--- src/hw/rtl/bdq_pkg.sv ---
// Shared types and codes for the bounded deque with search.
// Holds the request/response payloads and the controller/datapath command and status bundles.
// No dependencies.
`default_nettype none

package bdq_pkg;

  // Width of the entry count field in the response
  localparam int unsigned CNT_OUT_W = 5;
  localparam int unsigned VAL_W     = 32;

  typedef enum logic [2:0] {
    ACT_PUSH_FRONT = 3'd0,
    ACT_PUSH_BACK  = 3'd1,
    ACT_POP_FRONT  = 3'd2,
    ACT_POP_BACK   = 3'd3,
    ACT_DELETE     = 3'd4,
    ACT_SEARCH     = 3'd5,
    ACT_REVERSE    = 3'd6,
    ACT_CLEAR      = 3'd7
  } act_e;

  typedef enum logic [1:0] {
    ST_OK        = 2'd0,
    ST_EMPTY     = 2'd1,
    ST_NOT_FOUND = 2'd2,
    ST_FULL      = 2'd3
  } status_e;

  // Logical position that the slot calculator translates to a store address
  typedef enum logic [2:0] {
    ADDR_HEAD,   // position 0
    ADDR_NEXT,   // position 1
    ADDR_PREV,   // position -1 (one before the front)
    ADDR_LAST,   // position count-1
    ADDR_TAIL,   // position count
    ADDR_SCAN    // position held in the scan counter
  } addr_sel_e;

  typedef enum logic [3:0] {
    S_IDLE,
    S_EXEC,
    S_POP_FRONT,
    S_POP_BACK,
    S_SCAN_RD,
    S_SCAN_CMP,
    S_SHIFT_RD,
    S_SHIFT_WR,
    S_DONE
  } state_e;

  typedef struct packed {
    logic [2:0]              action;
    logic signed [VAL_W-1:0] value;
  } req_t;

  typedef struct packed {
    logic [1:0]              status;
    logic                    found;
    logic signed [VAL_W-1:0] removed_value;
    logic [CNT_OUT_W-1:0]    entry_count;
  } rsp_t;

  typedef struct packed {
    addr_sel_e addr_sel;
    logic      req_ld;
    logic      res_clr;
    logic      mem_rd;
    logic      mem_wr_val;
    logic      mem_wr_shift;
    logic      front_ld;
    logic      front_clr;
    logic      rev_tgl;
    logic      rev_clr;
    logic      cnt_inc;
    logic      cnt_dec;
    logic      cnt_clr;
    logic      pos_clr;
    logic      pos_inc;
    logic      hole_ld;
    logic      rem_ld;
    logic      st_set;
    status_e   st_val;
    logic      found_set;
    logic      out_ld;
  } dp_cmd_t;

  typedef struct packed {
    act_e action;
    logic full;
    logic empty;
    logic match;
    logic scan_end;
  } dp_stat_t;

endpackage

`default_nettype wire

--- src/hw/rtl/bounded_deque_with_search_top.sv ---
// Top level of the bounded deque with search: joins the controller and the datapath.
// Depends on bdq_pkg, bdq_ctrl and bdq_datapath.
`default_nettype none

// Bounded double-ended queue of up to MAX_ENTRIES signed 32-bit values with push and
// pop at both ends, delete of the first matching value, search, reverse and clear.
// One request is handled at a time and gives exactly one response; the response sits
// in an output register, so a new request is taken while the previous one waits to be
// collected. A search reads and then compares one entry at a time through the entry
// store's single registered read port, and a delete then closes up the entries
// behind the match, reading each one and writing it into the hole in turn. No
// clearing pass is needed after reset.
module bounded_deque_with_search_top #(
  parameter int unsigned MAX_ENTRIES = 16
) (
  input  wire logic          clk_i,
  input  wire logic          rst_ni,
  input  wire logic          in_valid_i,
  output logic               in_ready_o,
  input  wire bdq_pkg::req_t in_req_i,
  output logic               out_valid_o,
  input  wire logic          out_ready_i,
  output bdq_pkg::rsp_t      out_rsp_o
);

  bdq_pkg::dp_cmd_t  cmd;
  bdq_pkg::dp_stat_t stat;

  // Sequence each request
  bdq_ctrl u_ctrl (
    .clk_i       (clk_i),
    .rst_ni      (rst_ni),
    .in_valid_i  (in_valid_i),
    .in_ready_o  (in_ready_o),
    .out_valid_o (out_valid_o),
    .out_ready_i (out_ready_i),
    .stat_i      (stat),
    .cmd_o       (cmd)
  );

  // Hold the entries and build the response
  bdq_datapath #(
    .MAX_ENTRIES (MAX_ENTRIES)
  ) u_datapath (
    .clk_i  (clk_i),
    .rst_ni (rst_ni),
    .req_i  (in_req_i),
    .cmd_i  (cmd),
    .stat_o (stat),
    .rsp_o  (out_rsp_o)
  );

endmodule

`default_nettype wire

--- src/hw/rtl/bdq_datapath.sv ---
// Datapath of the bounded deque: entry store, front/count/direction registers,
// slot address calculation, scan compare and the response register.
// Depends on bdq_pkg.
`default_nettype none

module bdq_datapath #(
  parameter int unsigned MAX_ENTRIES = 16
) (
  input  wire logic             clk_i,
  input  wire logic             rst_ni,
  input  wire bdq_pkg::req_t    req_i,
  input  wire bdq_pkg::dp_cmd_t cmd_i,
  output bdq_pkg::dp_stat_t     stat_o,
  output bdq_pkg::rsp_t         rsp_o
);

  localparam int unsigned IDX_W = $clog2(MAX_ENTRIES);
  localparam int unsigned CNT_W = $clog2(MAX_ENTRIES + 1);
  localparam logic [IDX_W:0]   MAX_X = (IDX_W + 1)'(MAX_ENTRIES);
  localparam logic [CNT_W-1:0] MAX_C = CNT_W'(MAX_ENTRIES);

  logic signed [bdq_pkg::VAL_W-1:0] mem_q [MAX_ENTRIES];

  bdq_pkg::req_t                    req_q;
  logic [IDX_W-1:0]                 front_q;
  logic [CNT_W-1:0]                 cnt_q;
  logic                             rev_q;
  logic [CNT_W-1:0]                 pos_q;
  logic [IDX_W-1:0]                 hole_q;
  logic [IDX_W-1:0]                 raddr_q;
  logic signed [bdq_pkg::VAL_W-1:0] rdata_q;
  logic signed [bdq_pkg::VAL_W-1:0] rem_q;
  bdq_pkg::status_e                 st_q;
  logic                             found_q;
  bdq_pkg::rsp_t                    rsp_q;

  logic [CNT_W-1:0]                 pos_c;
  logic                             dir_dn;
  logic [IDX_W:0]                   sum_up;
  logic [IDX_W:0]                   sum_dn;
  logic [IDX_W:0]                   raw;
  logic [IDX_W-1:0]                 slot;
  logic [IDX_W-1:0]                 wr_addr;
  logic signed [bdq_pkg::VAL_W-1:0] wr_data;
  logic                             full;
  logic                             empty;

  // Pick the logical position and walking direction
  always_comb begin
    dir_dn = rev_q;
    case (cmd_i.addr_sel)
      bdq_pkg::ADDR_HEAD: pos_c = '0;
      bdq_pkg::ADDR_NEXT: pos_c = CNT_W'(1);
      bdq_pkg::ADDR_PREV: begin
        pos_c  = CNT_W'(1);
        dir_dn = ~rev_q;
      end
      bdq_pkg::ADDR_LAST: pos_c = cnt_q - CNT_W'(1);
      bdq_pkg::ADDR_TAIL: pos_c = cnt_q;
      bdq_pkg::ADDR_SCAN: pos_c = pos_q;
      default:            pos_c = pos_q;
    endcase
  end

  // Map position to a circular store slot; one conditional subtract wraps it
  assign sum_up = {1'b0, front_q} + {1'b0, pos_c[IDX_W-1:0]};
  assign sum_dn = {1'b0, front_q} + MAX_X - {1'b0, pos_c[IDX_W-1:0]};
  assign raw    = dir_dn ? sum_dn : sum_up;
  assign slot   = (raw >= MAX_X) ? IDX_W'(raw - MAX_X) : raw[IDX_W-1:0];

  // Close-up writes move the read entry into the hole, pushes write the request value
  assign wr_addr = cmd_i.mem_wr_shift ? hole_q : slot;
  assign wr_data = cmd_i.mem_wr_shift ? rdata_q : req_q.value;

  // Entry store: one write port, one registered read port
  always_ff @(posedge clk_i) begin
    if (cmd_i.mem_wr_val || cmd_i.mem_wr_shift) begin
      mem_q[wr_addr] <= wr_data;
    end
    if (cmd_i.mem_rd) begin
      rdata_q <= mem_q[slot];
    end
  end

  // Queue control state
  always_ff @(posedge clk_i or negedge rst_ni) begin
    if (!rst_ni) begin
      front_q <= '0;
      cnt_q   <= '0;
      rev_q   <= 1'b0;
    end else begin
      if (cmd_i.front_clr) begin
        front_q <= '0;
      end else if (cmd_i.front_ld) begin
        front_q <= slot;
      end
      if (cmd_i.cnt_clr) begin
        cnt_q <= '0;
      end else if (cmd_i.cnt_inc) begin
        cnt_q <= cnt_q + CNT_W'(1);
      end else if (cmd_i.cnt_dec) begin
        cnt_q <= cnt_q - CNT_W'(1);
      end
      if (cmd_i.rev_clr) begin
        rev_q <= 1'b0;
      end else if (cmd_i.rev_tgl) begin
        rev_q <= ~rev_q;
      end
    end
  end

  // Request, scan and result payload registers
  always_ff @(posedge clk_i) begin
    if (cmd_i.req_ld) begin
      req_q <= req_i;
    end
    if (cmd_i.pos_clr) begin
      pos_q <= '0;
    end else if (cmd_i.pos_inc) begin
      pos_q <= pos_q + CNT_W'(1);
    end
    if (cmd_i.mem_rd) begin
      raddr_q <= slot;
    end
    if (cmd_i.hole_ld) begin
      hole_q <= raddr_q;
    end
    if (cmd_i.res_clr) begin
      st_q    <= bdq_pkg::ST_OK;
      found_q <= 1'b0;
      rem_q   <= '0;
    end else begin
      if (cmd_i.st_set) begin
        st_q <= cmd_i.st_val;
      end
      if (cmd_i.found_set) begin
        found_q <= 1'b1;
      end
      if (cmd_i.rem_ld) begin
        rem_q <= rdata_q;
      end
    end
    if (cmd_i.out_ld) begin
      rsp_q.status        <= st_q;
      rsp_q.found         <= found_q;
      rsp_q.removed_value <= rem_q;
      rsp_q.entry_count   <= bdq_pkg::CNT_OUT_W'(cnt_q);
    end
  end

  assign full  = (cnt_q == MAX_C);
  assign empty = (cnt_q == '0);

  assign stat_o.action   = bdq_pkg::act_e'(req_q.action);
  assign stat_o.full     = full;
  assign stat_o.empty    = empty;
  assign stat_o.match    = (rdata_q == req_q.value);
  assign stat_o.scan_end = (pos_q == cnt_q);

  assign rsp_o = rsp_q;

`ifndef NO_ASSERTIONS
  a_cnt_bound: assert property (@(posedge clk_i) disable iff (!rst_ni)
    cnt_q <= MAX_C)
    else $error("entry count above capacity");

  a_inc_not_full: assert property (@(posedge clk_i) disable iff (!rst_ni)
    cmd_i.cnt_inc |-> !full)
    else $error("insert into a full store");

  a_dec_not_empty: assert property (@(posedge clk_i) disable iff (!rst_ni)
    cmd_i.cnt_dec |-> !empty)
    else $error("remove from an empty store");

  a_front_bound: assert property (@(posedge clk_i) disable iff (!rst_ni)
    {1'b0, front_q} < MAX_X)
    else $error("front index outside the store");
`endif

endmodule

`default_nettype wire

--- src/hw/rtl/bdq_ctrl.sv ---
// Controller of the bounded deque: sequences each request through the datapath
// and runs the request/response handshakes.
// Depends on bdq_pkg.
`default_nettype none

module bdq_ctrl (
  input  wire logic              clk_i,
  input  wire logic              rst_ni,
  input  wire logic              in_valid_i,
  output logic                   in_ready_o,
  output logic                   out_valid_o,
  input  wire logic              out_ready_i,
  input  wire bdq_pkg::dp_stat_t stat_i,
  output bdq_pkg::dp_cmd_t       cmd_o
);

  bdq_pkg::state_e  state_q;
  bdq_pkg::state_e  state_d;
  logic             out_valid_q;
  bdq_pkg::dp_cmd_t cmd;
  logic             out_free;

  assign out_free = !out_valid_q || out_ready_i;

  // Next state
  always_comb begin
    state_d = state_q;
    case (state_q)
      bdq_pkg::S_IDLE: begin
        if (in_valid_i) begin
          state_d = bdq_pkg::S_EXEC;
        end
      end
      bdq_pkg::S_EXEC: begin
        case (stat_i.action)
          bdq_pkg::ACT_POP_FRONT:
            state_d = stat_i.empty ? bdq_pkg::S_DONE : bdq_pkg::S_POP_FRONT;
          bdq_pkg::ACT_POP_BACK:
            state_d = stat_i.empty ? bdq_pkg::S_DONE : bdq_pkg::S_POP_BACK;
          bdq_pkg::ACT_DELETE, bdq_pkg::ACT_SEARCH:
            state_d = stat_i.empty ? bdq_pkg::S_DONE : bdq_pkg::S_SCAN_RD;
          default:
            state_d = bdq_pkg::S_DONE;
        endcase
      end
      bdq_pkg::S_POP_FRONT: state_d = bdq_pkg::S_DONE;
      bdq_pkg::S_POP_BACK:  state_d = bdq_pkg::S_DONE;
      bdq_pkg::S_SCAN_RD:   state_d = bdq_pkg::S_SCAN_CMP;
      bdq_pkg::S_SCAN_CMP: begin
        if (stat_i.match) begin
          state_d = (stat_i.action == bdq_pkg::ACT_DELETE) ? bdq_pkg::S_SHIFT_RD
                                                           : bdq_pkg::S_DONE;
        end else if (stat_i.scan_end) begin
          state_d = bdq_pkg::S_DONE;
        end else begin
          state_d = bdq_pkg::S_SCAN_RD;
        end
      end
      bdq_pkg::S_SHIFT_RD: begin
        state_d = stat_i.scan_end ? bdq_pkg::S_DONE : bdq_pkg::S_SHIFT_WR;
      end
      bdq_pkg::S_SHIFT_WR: state_d = bdq_pkg::S_SHIFT_RD;
      bdq_pkg::S_DONE: begin
        if (out_free) begin
          state_d = bdq_pkg::S_IDLE;
        end
      end
      default: state_d = bdq_pkg::S_IDLE;
    endcase
  end

  // Datapath commands
  always_comb begin
    cmd          = '0;
    cmd.addr_sel = bdq_pkg::ADDR_SCAN;
    cmd.st_val   = bdq_pkg::ST_OK;
    case (state_q)
      bdq_pkg::S_IDLE: begin
        if (in_valid_i) begin
          cmd.req_ld  = 1'b1;
          cmd.res_clr = 1'b1;
          cmd.pos_clr = 1'b1;
        end
      end
      bdq_pkg::S_EXEC: begin
        case (stat_i.action)
          bdq_pkg::ACT_PUSH_FRONT: begin
            if (stat_i.full) begin
              cmd.st_set = 1'b1;
              cmd.st_val = bdq_pkg::ST_FULL;
            end else begin
              cmd.addr_sel   = bdq_pkg::ADDR_PREV;
              cmd.mem_wr_val = 1'b1;
              cmd.front_ld   = 1'b1;
              cmd.cnt_inc    = 1'b1;
            end
          end
          bdq_pkg::ACT_PUSH_BACK: begin
            if (stat_i.full) begin
              cmd.st_set = 1'b1;
              cmd.st_val = bdq_pkg::ST_FULL;
            end else begin
              cmd.addr_sel   = bdq_pkg::ADDR_TAIL;
              cmd.mem_wr_val = 1'b1;
              cmd.cnt_inc    = 1'b1;
            end
          end
          bdq_pkg::ACT_POP_FRONT: begin
            cmd.addr_sel = bdq_pkg::ADDR_HEAD;
            cmd.mem_rd   = !stat_i.empty;
            cmd.st_set   = stat_i.empty;
            cmd.st_val   = bdq_pkg::ST_EMPTY;
          end
          bdq_pkg::ACT_POP_BACK: begin
            cmd.addr_sel = bdq_pkg::ADDR_LAST;
            cmd.mem_rd   = !stat_i.empty;
            cmd.st_set   = stat_i.empty;
            cmd.st_val   = bdq_pkg::ST_EMPTY;
          end
          bdq_pkg::ACT_DELETE, bdq_pkg::ACT_SEARCH: begin
            cmd.st_set = stat_i.empty;
            cmd.st_val = bdq_pkg::ST_EMPTY;
          end
          bdq_pkg::ACT_REVERSE: begin
            // New front is the old last entry
            cmd.addr_sel = bdq_pkg::ADDR_LAST;
            cmd.front_ld = !stat_i.empty;
            cmd.rev_tgl  = 1'b1;
          end
          bdq_pkg::ACT_CLEAR: begin
            cmd.cnt_clr   = 1'b1;
            cmd.front_clr = 1'b1;
            cmd.rev_clr   = 1'b1;
          end
          default: ;
        endcase
      end
      bdq_pkg::S_POP_FRONT: begin
        cmd.rem_ld   = 1'b1;
        cmd.addr_sel = bdq_pkg::ADDR_NEXT;
        cmd.front_ld = 1'b1;
        cmd.cnt_dec  = 1'b1;
      end
      bdq_pkg::S_POP_BACK: begin
        cmd.rem_ld  = 1'b1;
        cmd.cnt_dec = 1'b1;
      end
      bdq_pkg::S_SCAN_RD: begin
        cmd.addr_sel = bdq_pkg::ADDR_SCAN;
        cmd.mem_rd   = 1'b1;
        cmd.pos_inc  = 1'b1;
      end
      bdq_pkg::S_SCAN_CMP: begin
        if (stat_i.match) begin
          cmd.found_set = 1'b1;
          if (stat_i.action == bdq_pkg::ACT_DELETE) begin
            cmd.rem_ld  = 1'b1;
            cmd.hole_ld = 1'b1;
          end
        end else if (stat_i.scan_end) begin
          cmd.st_set = 1'b1;
          cmd.st_val = bdq_pkg::ST_NOT_FOUND;
        end
      end
      bdq_pkg::S_SHIFT_RD: begin
        if (stat_i.scan_end) begin
          cmd.cnt_dec = 1'b1;
        end else begin
          cmd.addr_sel = bdq_pkg::ADDR_SCAN;
          cmd.mem_rd   = 1'b1;
          cmd.pos_inc  = 1'b1;
        end
      end
      bdq_pkg::S_SHIFT_WR: begin
        // Move the entry just read into the hole; its old slot becomes the hole
        cmd.mem_wr_shift = 1'b1;
        cmd.hole_ld      = 1'b1;
      end
      bdq_pkg::S_DONE: begin
        cmd.out_ld = out_free;
      end
      default: ;
    endcase
  end

  // State and response valid
  always_ff @(posedge clk_i or negedge rst_ni) begin
    if (!rst_ni) begin
      state_q     <= bdq_pkg::S_IDLE;
      out_valid_q <= 1'b0;
    end else begin
      state_q <= state_d;
      if (cmd.out_ld) begin
        out_valid_q <= 1'b1;
      end else if (out_ready_i) begin
        out_valid_q <= 1'b0;
      end
    end
  end

  assign in_ready_o  = (state_q == bdq_pkg::S_IDLE);
  assign out_valid_o = out_valid_q;
  assign cmd_o       = cmd;

`ifndef NO_ASSERTIONS
  a_no_overwrite: assert property (@(posedge clk_i) disable iff (!rst_ni)
    cmd.out_ld |-> (!out_valid_q || out_ready_i))
    else $error("pending response overwritten");

  a_cmp_after_rd: assert property (@(posedge clk_i) disable iff (!rst_ni)
    state_q == bdq_pkg::S_SCAN_CMP |-> $past(state_q) == bdq_pkg::S_SCAN_RD)
    else $error("compare without a preceding read");

  a_wr_after_rd: assert property (@(posedge clk_i) disable iff (!rst_ni)
    state_q == bdq_pkg::S_SHIFT_WR |-> $past(state_q) == bdq_pkg::S_SHIFT_RD)
    else $error("close-up write without a preceding read");
`endif

endmodule

`default_nettype wire
--- config.mk ---
export PLATFORM = sky130hd
export DESIGN_NAME = bounded_deque_with_search_top
export DESIGN_NICKNAME = d
export VERILOG_FILES = /design/src/hw/rtl/bdq_pkg.sv /design/src/hw/rtl/bounded_deque_with_search_top.sv /design/src/hw/rtl/bdq_datapath.sv /design/src/hw/rtl/bdq_ctrl.sv
export SDC_FILE = /design/constraint.sdc
export NUM_CORES = 1
export LEC_CHECK = 0
export BUFFER_PORTS_ARGS = -buffer_cell sky130_fd_sc_hd__buf_2
export CAP_MARGIN = 20
export CORE_ASPECT_RATIO = 1.75
export CORE_MARGIN = 5
export CORE_UTILIZATION = 50
export CTS_BUF_LIST = sky130_fd_sc_hd__clkbuf_8
export CTS_CLUSTER_DIAMETER = 30
export CTS_CLUSTER_SIZE = 40
export DETAILED_ROUTE_END_ITERATION = 8
export HOLD_SLACK_MARGIN = 0.15
export PLACE_DENSITY = 0.66
export SETUP_SLACK_MARGIN = 0.3
export SLEW_MARGIN = 0
export SYNTH_ARGS = -nofsm -noshare
export SYNTH_HDL_FRONTEND = slang
export SYNTH_SLANG_ARGS = --single-unit
--- constraint.sdc ---
create_clock -name clk_i -period 8.48 [get_ports clk_i]
set_input_delay 1.272 -clock clk_i [delete_from_list [all_inputs] [get_ports clk_i]]
set_output_delay 1.272 -clock clk_i [all_outputs]
set_load 0.02 [all_outputs]
== Word level (Yosys, flattened, before mapping) ==
Memory sizes are Yosys's and may differ from the RTL's. A register that Yosys moved wholly into a read port is not among the register bits.
Cells that the tools add are included.

* Input port bits: 39
* Word-level logic and storage cells: 135
* Bits in writable memories: 512
* Output and inout port bits: 42
* Memories kept: 1
* Register bits: 138

{| class="wikitable"
|+ Memories
! memory !! depth !! bits a word !! read ports !! clocked after memory_dff !! write ports !! line !! text
|-
| u_datapath.mem_q || 16 || 32 || 1 || 1 || 1 || bdq_datapath.sv:22 || <nowiki>logic signed [bdq_pkg::VAL_W-1:0] mem_q [MAX_ENTRIES];</nowiki>
|}

* Reduce and logical (&&, ||, !) cells: 20
* Bitwise gates (word level): 1
* Equal/unequal tests: 24
* Multiplexer cells: 64
* Magnitude comparators: 1
* $add $sub $neg: 7

{| class="wikitable"
|+ Operators by type and width
! cell !! number
|-
| 4-bit 2-to-1 mux || 14
|-
| 32-bit equality test || 1
|-
| 32-bit 2-to-1 mux || 1
|-
| 4-bit one-hot mux with 8 select lines || 1
|-
| 1-bit 2-to-1 mux || 23
|-
| 5-bit 2-to-1 mux || 4
|-
| 3-bit one-hot mux with 2 select lines || 3
|-
| 4-bit by 3-bit equality test with 1-bit output, second input constant || 4
|-
| 4-bit one-hot mux with 4 select lines || 1
|-
| 3-bit equality test, second input constant || 5
|-
| 3-bit by 2-bit equality test with 1-bit output, second input constant || 4
|-
| 3-bit 2-to-1 mux || 4
|-
| 1-bit one-hot mux with 2 select lines || 6
|-
| 3-bit one-hot mux with 4 select lines || 1
|-
| 4-bit one-hot mux with 3 select lines || 1
|-
| 2-bit OR reduction || 6
|-
| 5-bit by 1-bit adder with 5-bit output, second input constant || 2
|-
| 4-bit by 2-bit equality test with 1-bit output, second input constant || 2
|-
| 2-bit 2-to-1 mux || 4
|-
| 3-bit by 1-bit equality test with 1-bit output, second input constant || 2
|-
| 3-bit zero test || 2
|-
| 2-bit nonzero test || 3
|-
| 4-bit by 4-bit adder with 5-bit output || 1
|-
| 4-bit by 5-bit adder with 5-bit output, second input constant || 1
|-
| 19 further kinds || 21
|}

== Logic depth before layout (Yosys ltp) ==
* Depth in word-level cells: 13
* Mapped depth: 20

== Cells and area by module ==
Synthesis repeated with hierarchy kept, for this count alone.

* Cell total of the unflattened synthesis: 1,340
* Area, all modules: 26,805.7 sq um

{| class="wikitable"
|+ Modules (own cells, without submodules)
! module !! seq. area each (sq um) !! area an instance (sq um) !! times used !! cells each
|-
| bdq_datapath || 19,879.1 || 26,121.3 || 1 || 1,247
|-
| bdq_ctrl || 125.1 || 684.4 || 1 || 93
|}

== Worst setup path before layout ==
Ideal clock, no wire load.

* Path kind: register to register
* Start point: register u_datapath.cnt_q[0]
* End point: memory u_datapath.mem_q[8][0] (netlist name), enable pin
* Period minus slack after synthesis: 5.536 ns
* Path slack: 2.944 ns
* Buffers on the path: 5
* Arrival: 5.114 ns
* Stages on the path, launching flop included: 19
* Cells stage by stage: dfrtp_1 -> clkbuf_1 -> inv_1 -> ha_1 -> and4bb_2 -> nor2_1 -> nor2_1 -> o21ai_0 -> a21oi_1 -> a2111oi_0 -> a311oi_1 -> ha_1 -> clkbuf_1 -> clkbuf_1 -> clkbuf_1 -> clkbuf_1 -> nand2_1 -> o32a_1 -> nor2_1

* Cells in the longest elaborated chain, start to end: 12
* Elaborated cells between the ends (all ways): 27
* Those cells by class: add/sub: 4; order compare: 1; eq/ne: 5; mux: 14; reduce/logical: 3

{| class="wikitable"
|+ Ends and longest elaborated chain
! what !! line !! text
|-
| start: declaration || bdq_datapath.sv:26 || <nowiki>logic [CNT_W-1:0] cnt_q;</nowiki>
|-
| start signal: assignment || bdq_datapath.sv:100 || <nowiki>cnt_q <= cnt_q + CNT_W'(1);</nowiki>
|-
| start signal: assignment || bdq_datapath.sv:102 || <nowiki>cnt_q <= cnt_q - CNT_W'(1);</nowiki>
|-
| 5-bit equality test || bdq_datapath.sv:151 || <nowiki>assign full = (cnt_q == MAX_C);</nowiki>
|-
| 1-bit 2-to-1 mux / 3-bit 2-to-1 mux (equally long branches) || bdq_ctrl.sv:99, bdq_ctrl.sv:88 ||
|-
| 3-bit one-hot mux with 4 select lines || bdq_ctrl.sv:86 || <nowiki>case (stat_i.action)</nowiki>
|-
| 3-bit one-hot mux with 2 select lines || bdq_ctrl.sv:77 || <nowiki>case (state_q)</nowiki>
|-
| 3-bit by 1-bit equality test with 1-bit output / 3-bit by 2-bit equality test with 1-bit output (equally long branches) || bdq_datapath.sv:51 || <nowiki>case (cmd_i.addr_sel)</nowiki>
|-
| 2-bit OR reduction (no line) || - ||
|-
| 4-bit one-hot mux with 4 select lines || bdq_datapath.sv:51 ||
|-
| 5-bit by 4-bit subtractor with 5-bit output / 4-bit by 4-bit adder with 5-bit output (equally long branches) || bdq_datapath.sv:67, bdq_datapath.sv:66 ||
|-
| 5-bit 2-to-1 mux || bdq_datapath.sv:68 || <nowiki>assign raw = dir_dn ? sum_dn : sum_up;</nowiki>
|-
| 4-bit by 1-bit subtractor with 4-bit output / 5-bit greater-or-equal comparator (equally long branches) || bdq_datapath.sv:69 || <nowiki>assign slot = (raw >= MAX_X) ? IDX_W'(raw - MAX_X) : raw[IDX_W-1:0];</nowiki>
|-
| 4-bit 2-to-1 mux || bdq_datapath.sv:69 ||
|-
| 4-bit 2-to-1 mux || bdq_datapath.sv:72 || <nowiki>assign wr_addr = cmd_i.mem_wr_shift ? hole_q : slot;</nowiki>
|-
| end: declaration || bdq_datapath.sv:22 ||
|}

Parallel ways exist; a longest one is shown, timed or not.

== Worst setup path in the final report ==
* Start point: register u_datapath.cnt_q[0]
* End point: memory u_datapath.mem_q[9][13] (netlist name), enable pin

The elaborated chain is that of the path after synthesis.

==> qor.yml <==
status:
  outcome: "completed"
cts:
  cts_max_path_buffers: 3
  cts.sinks: 682
  root_buffer: "clkbuf_8"
  cts_tree: "yes"
  postCtsHoldBufs: 0
  cts-resized-gates: 0
  cts-buffers-inserted: 90
  cts.htree.levels: 3
  clk_pin_slew_ps: 70
  postCtsSetupRepairBufs: 0
  clock_latency_ps: 700
critical_path:
  critPathBufInv: 1
  cp-start-kind: "register"
  critPathKind: "reg2reg"
  max_stage_delay_ps: 950
  cpMaxStageDelayCell: "nor2_4"
  crit_fanout: 32
  critical-path-top-delay-family: "compound AO/OA/AOI/OAI gates"
  path_cells: "inv_1 -> ha_1 -> and4bb_2 -> nor2_1 -> nor2_1 -> o21ai_0 -> a21oi_1 -> a2111oi_0 -> a311oi_1 -> ha_1 -> a21o_1 -> a21oi_1 -> xor2_1 -> mux2i_1 -> xnor2_2 -> a22oi_1 -> nor2_4"
  cp.arrival_ps: 6220
  crit_required_ps: 8780
  worstSetupEndpointType: "register"
synthesis:
  syn_inst: 1755
  syn_nets: 1807
  yosysTopAreaCell: "edfxtp_1"
  synth_edf_count: 627
  ys_warn_count: 0
  synth-main-ff-cell: "edfxtp_1"
  async_flop_share_pct: 2.20
  yosysSeqAreaShare_pct: 72.9
  netlist_area_um2: 27400
  synth_cell_types: 59
  synth_top_area_share_pct: 68.6
  ys_seq_elements: 682
  syn_area_per_cell_um2: 15.6
  synth_area_leaders: "edfxtp_1, mux2i_1, a211oi_1"
sta:
  worst_pin_slew_ps: 1100
  finalSetupViolCount: 0
  fmax_mhz: 169
  fin_crit_ps: 5920
  clock-skew-final_ps: 40.8
  drv_slew: 0
  fin_tns_setup_ps: 0
  finalHoldViolations: 0
  rsz0062_at_grt: "false"
  slew_headroom_pct: 26.4
  period_share_pct: 69.9
placed_design:
  place.gp.congestion: 0.849
  hpwlAfterDp_mm: 37.9
  io_buffers: 80
global_routing:
  grt_usage_pct: 20.9
  grt_max_degree: 196
  grt_pass1_vias: 15300
  grt_pass1_wl_mm: 94.7
  gr-total-overflow: 0
  grt_antenna_before_repair: 1
cells_and_area:
  mostFrequentLayoutCell: "edfxtp_1"
  fillers: 4311
  finalNetCount: 1902
  most-common-layout-cells: "edfxtp_1, mux2i_1, a21oi_1"
  area_delta_synth_final_pct: 12.3
  drive_gt1_share_pct: 17.1
routing:
  first_pass_iters: 4
  drtAntennaViolNets: 0
  vias: 15000
  wl_per_cell_um: 23.9
  routed_via_density: 5.73
  drc: 0
  totalWireLength_mm: 62.7
  first_iter_violations: 1030
job:
  cap_violations: 0
die:
  die_height_um: 320
  core_region_area_um2: 54300
  die_area_um2: 59800
  initial_core_util_pct: 50.5
  die_w_um: 187
  ios: 81
  num_rows: 113
pwr:
  ir_drop_uv: 399
  p_total_mw: 12.9
  p_leak_nw: 10.8
  p_per_area_nw_per_um2: 419
min_path:
  hold_path_class: "reg2reg"
sequential cells by signal (all words and copies together) (netlist names), 2 cells and up:
| signal | cells |
|---|---|
| u_datapath.pos_q | 5 |
| u_datapath.req_q | 32 |
| u_datapath.rdata_q | 32 |
| u_datapath.rem_q | 32 |
| u_datapath.hole_q | 4 |
| u_datapath.stat_o | 3 |
| u_datapath.raddr_q | 4 |
| u_ctrl.state_q | 4 |
| u_datapath.cnt_q | 5 |
| u_datapath.front_q | 4 |
| u_datapath.mem_q | 512 |
| u_datapath.rsp_o | 40 |
| u_datapath.st_q | 2 |
cells by family after synthesis:
| group | count (synthesis) | synth area share [%] |
|---|---|---|
| and+or+nand+nor | 388 | 7.08 |
| muxes | 198 | 8.79 |
| adders and majority gates | 13 | 0.648 |
| AOI/OAI and AO/OA | 302 | 7.03 |
| buffers and inverters | 120 | 1.83 |
| DFF | 682 | 72.9 |
| xor gates and xnor gates | 52 | 1.69 |
report_power, final:
group          switching (mW)  leakage, nW  internal [mW]
sequential              0.282         6.19           4.38
clock                    1.35         1.02           1.31
combinational            3.39         3.59           2.18
total                    5.03         10.8           7.87
stage by stage:
step           hold slack (ps)  util [%]  instance area, um2  setup WS, ps  cells
3_3_place_gp               403      52.7               28600          2550   2441
6_report                   429      56.7               30800          2560   2618
3_5_place_dp               405      52.8               28700          2460   2444
4_1_cts                    427      56.5               30700          2390   2613
2_1_floorplan              400         -               27400          2940   1755
5_1_grt                    440      56.7               30800          2140   2618
Yosys cell counts (4+ instances only):
master / number
mux4_2: 33
nor4_1: 9
nor2b_1: 130
a211oi_1: 129
nand4_1: 6
dfxtp_1: 40
o21ai_0: 8
mux2i_1: 162
buf_1: 6
nand2b_1: 10
a32oi_1: 4
ha_1: 11
buf_2: 24
a21oi_1: 136
edfxtp_1: 627
nor2_1: 83
clkbuf_1: 71
xnor2_1: 14
nand3_1: 7
nor3_1: 10
nand2_1: 118
xor2_1: 37
inv_1: 15
dfrtp_1: 15
worst register-to-register path, cell delays in order (launching register included):
cell,delay (ps)
dfrtp_1,600
inv_1,120
ha_1,230
and4bb_2,280
nor2_1,100
nor2_1,40
o21ai_0,190
a21oi_1,120
a2111oi_0,450
a311oi_1,160
ha_1,270
a21o_1,150
a21oi_1,170
xor2_1,180
mux2i_1,140
xnor2_2,840
a22oi_1,530
nor2_4,950
per-layer routing:
layer | up-vias | track usage (%) | wire length [um]
met3 | 116 | 3.02 | 2920
met2 | 436 | 38.0 | 33600
met4 | 0 | 8.11 | 2170
met5 | - | 0 | 0
met1 | 7517 | 25.1 | 24000
li1 | 6942 | - | -
worst paths after layout:
check / slack [ps] / end / startpoint / cells after the start
hold reg to reg: 430 / u_datapath.rsp_o[36]$_DFFE_PP_ / u_datapath.rem_q[31]$_SDFFE_PP0P_ / 0
max in group asynchronous: 7630 / u_ctrl.state_q[3]$_DFFE_PN0P_ / rst_ni / 1
setup / recovery: 2560 / u_datapath.mem_q[9][13]$_DFFE_PP_ / u_datapath.cnt_q[0]$_DFFE_PN0P_ / 17
min in group asynchronous: 520 / u_ctrl.out_valid_o$_DFFE_PN0P_ / rst_ni / 1
setup reg to reg: 2560 / u_datapath.mem_q[9][13]$_DFFE_PP_ / u_datapath.cnt_q[0]$_DFFE_PN0P_ / 17
hold / removal: 430 / u_datapath.rsp_o[36]$_DFFE_PP_ / u_datapath.rem_q[31]$_SDFFE_PP0P_ / 0
area by class of cell:
type	instances	area [um2]	area share (%)
flip-flops and latches	682	20000	64.9
multi-input cells	953	7110	23.1
clock buffers	91	1250	4.07
well taps	690	863	2.80
clock inverters	78	757	2.46
repair buffers	108	753	2.45
inverters	15	56.3	0.183
diodes	1	2.50	0.00812
Note: power is estimated with default switching activity, not from simulation.
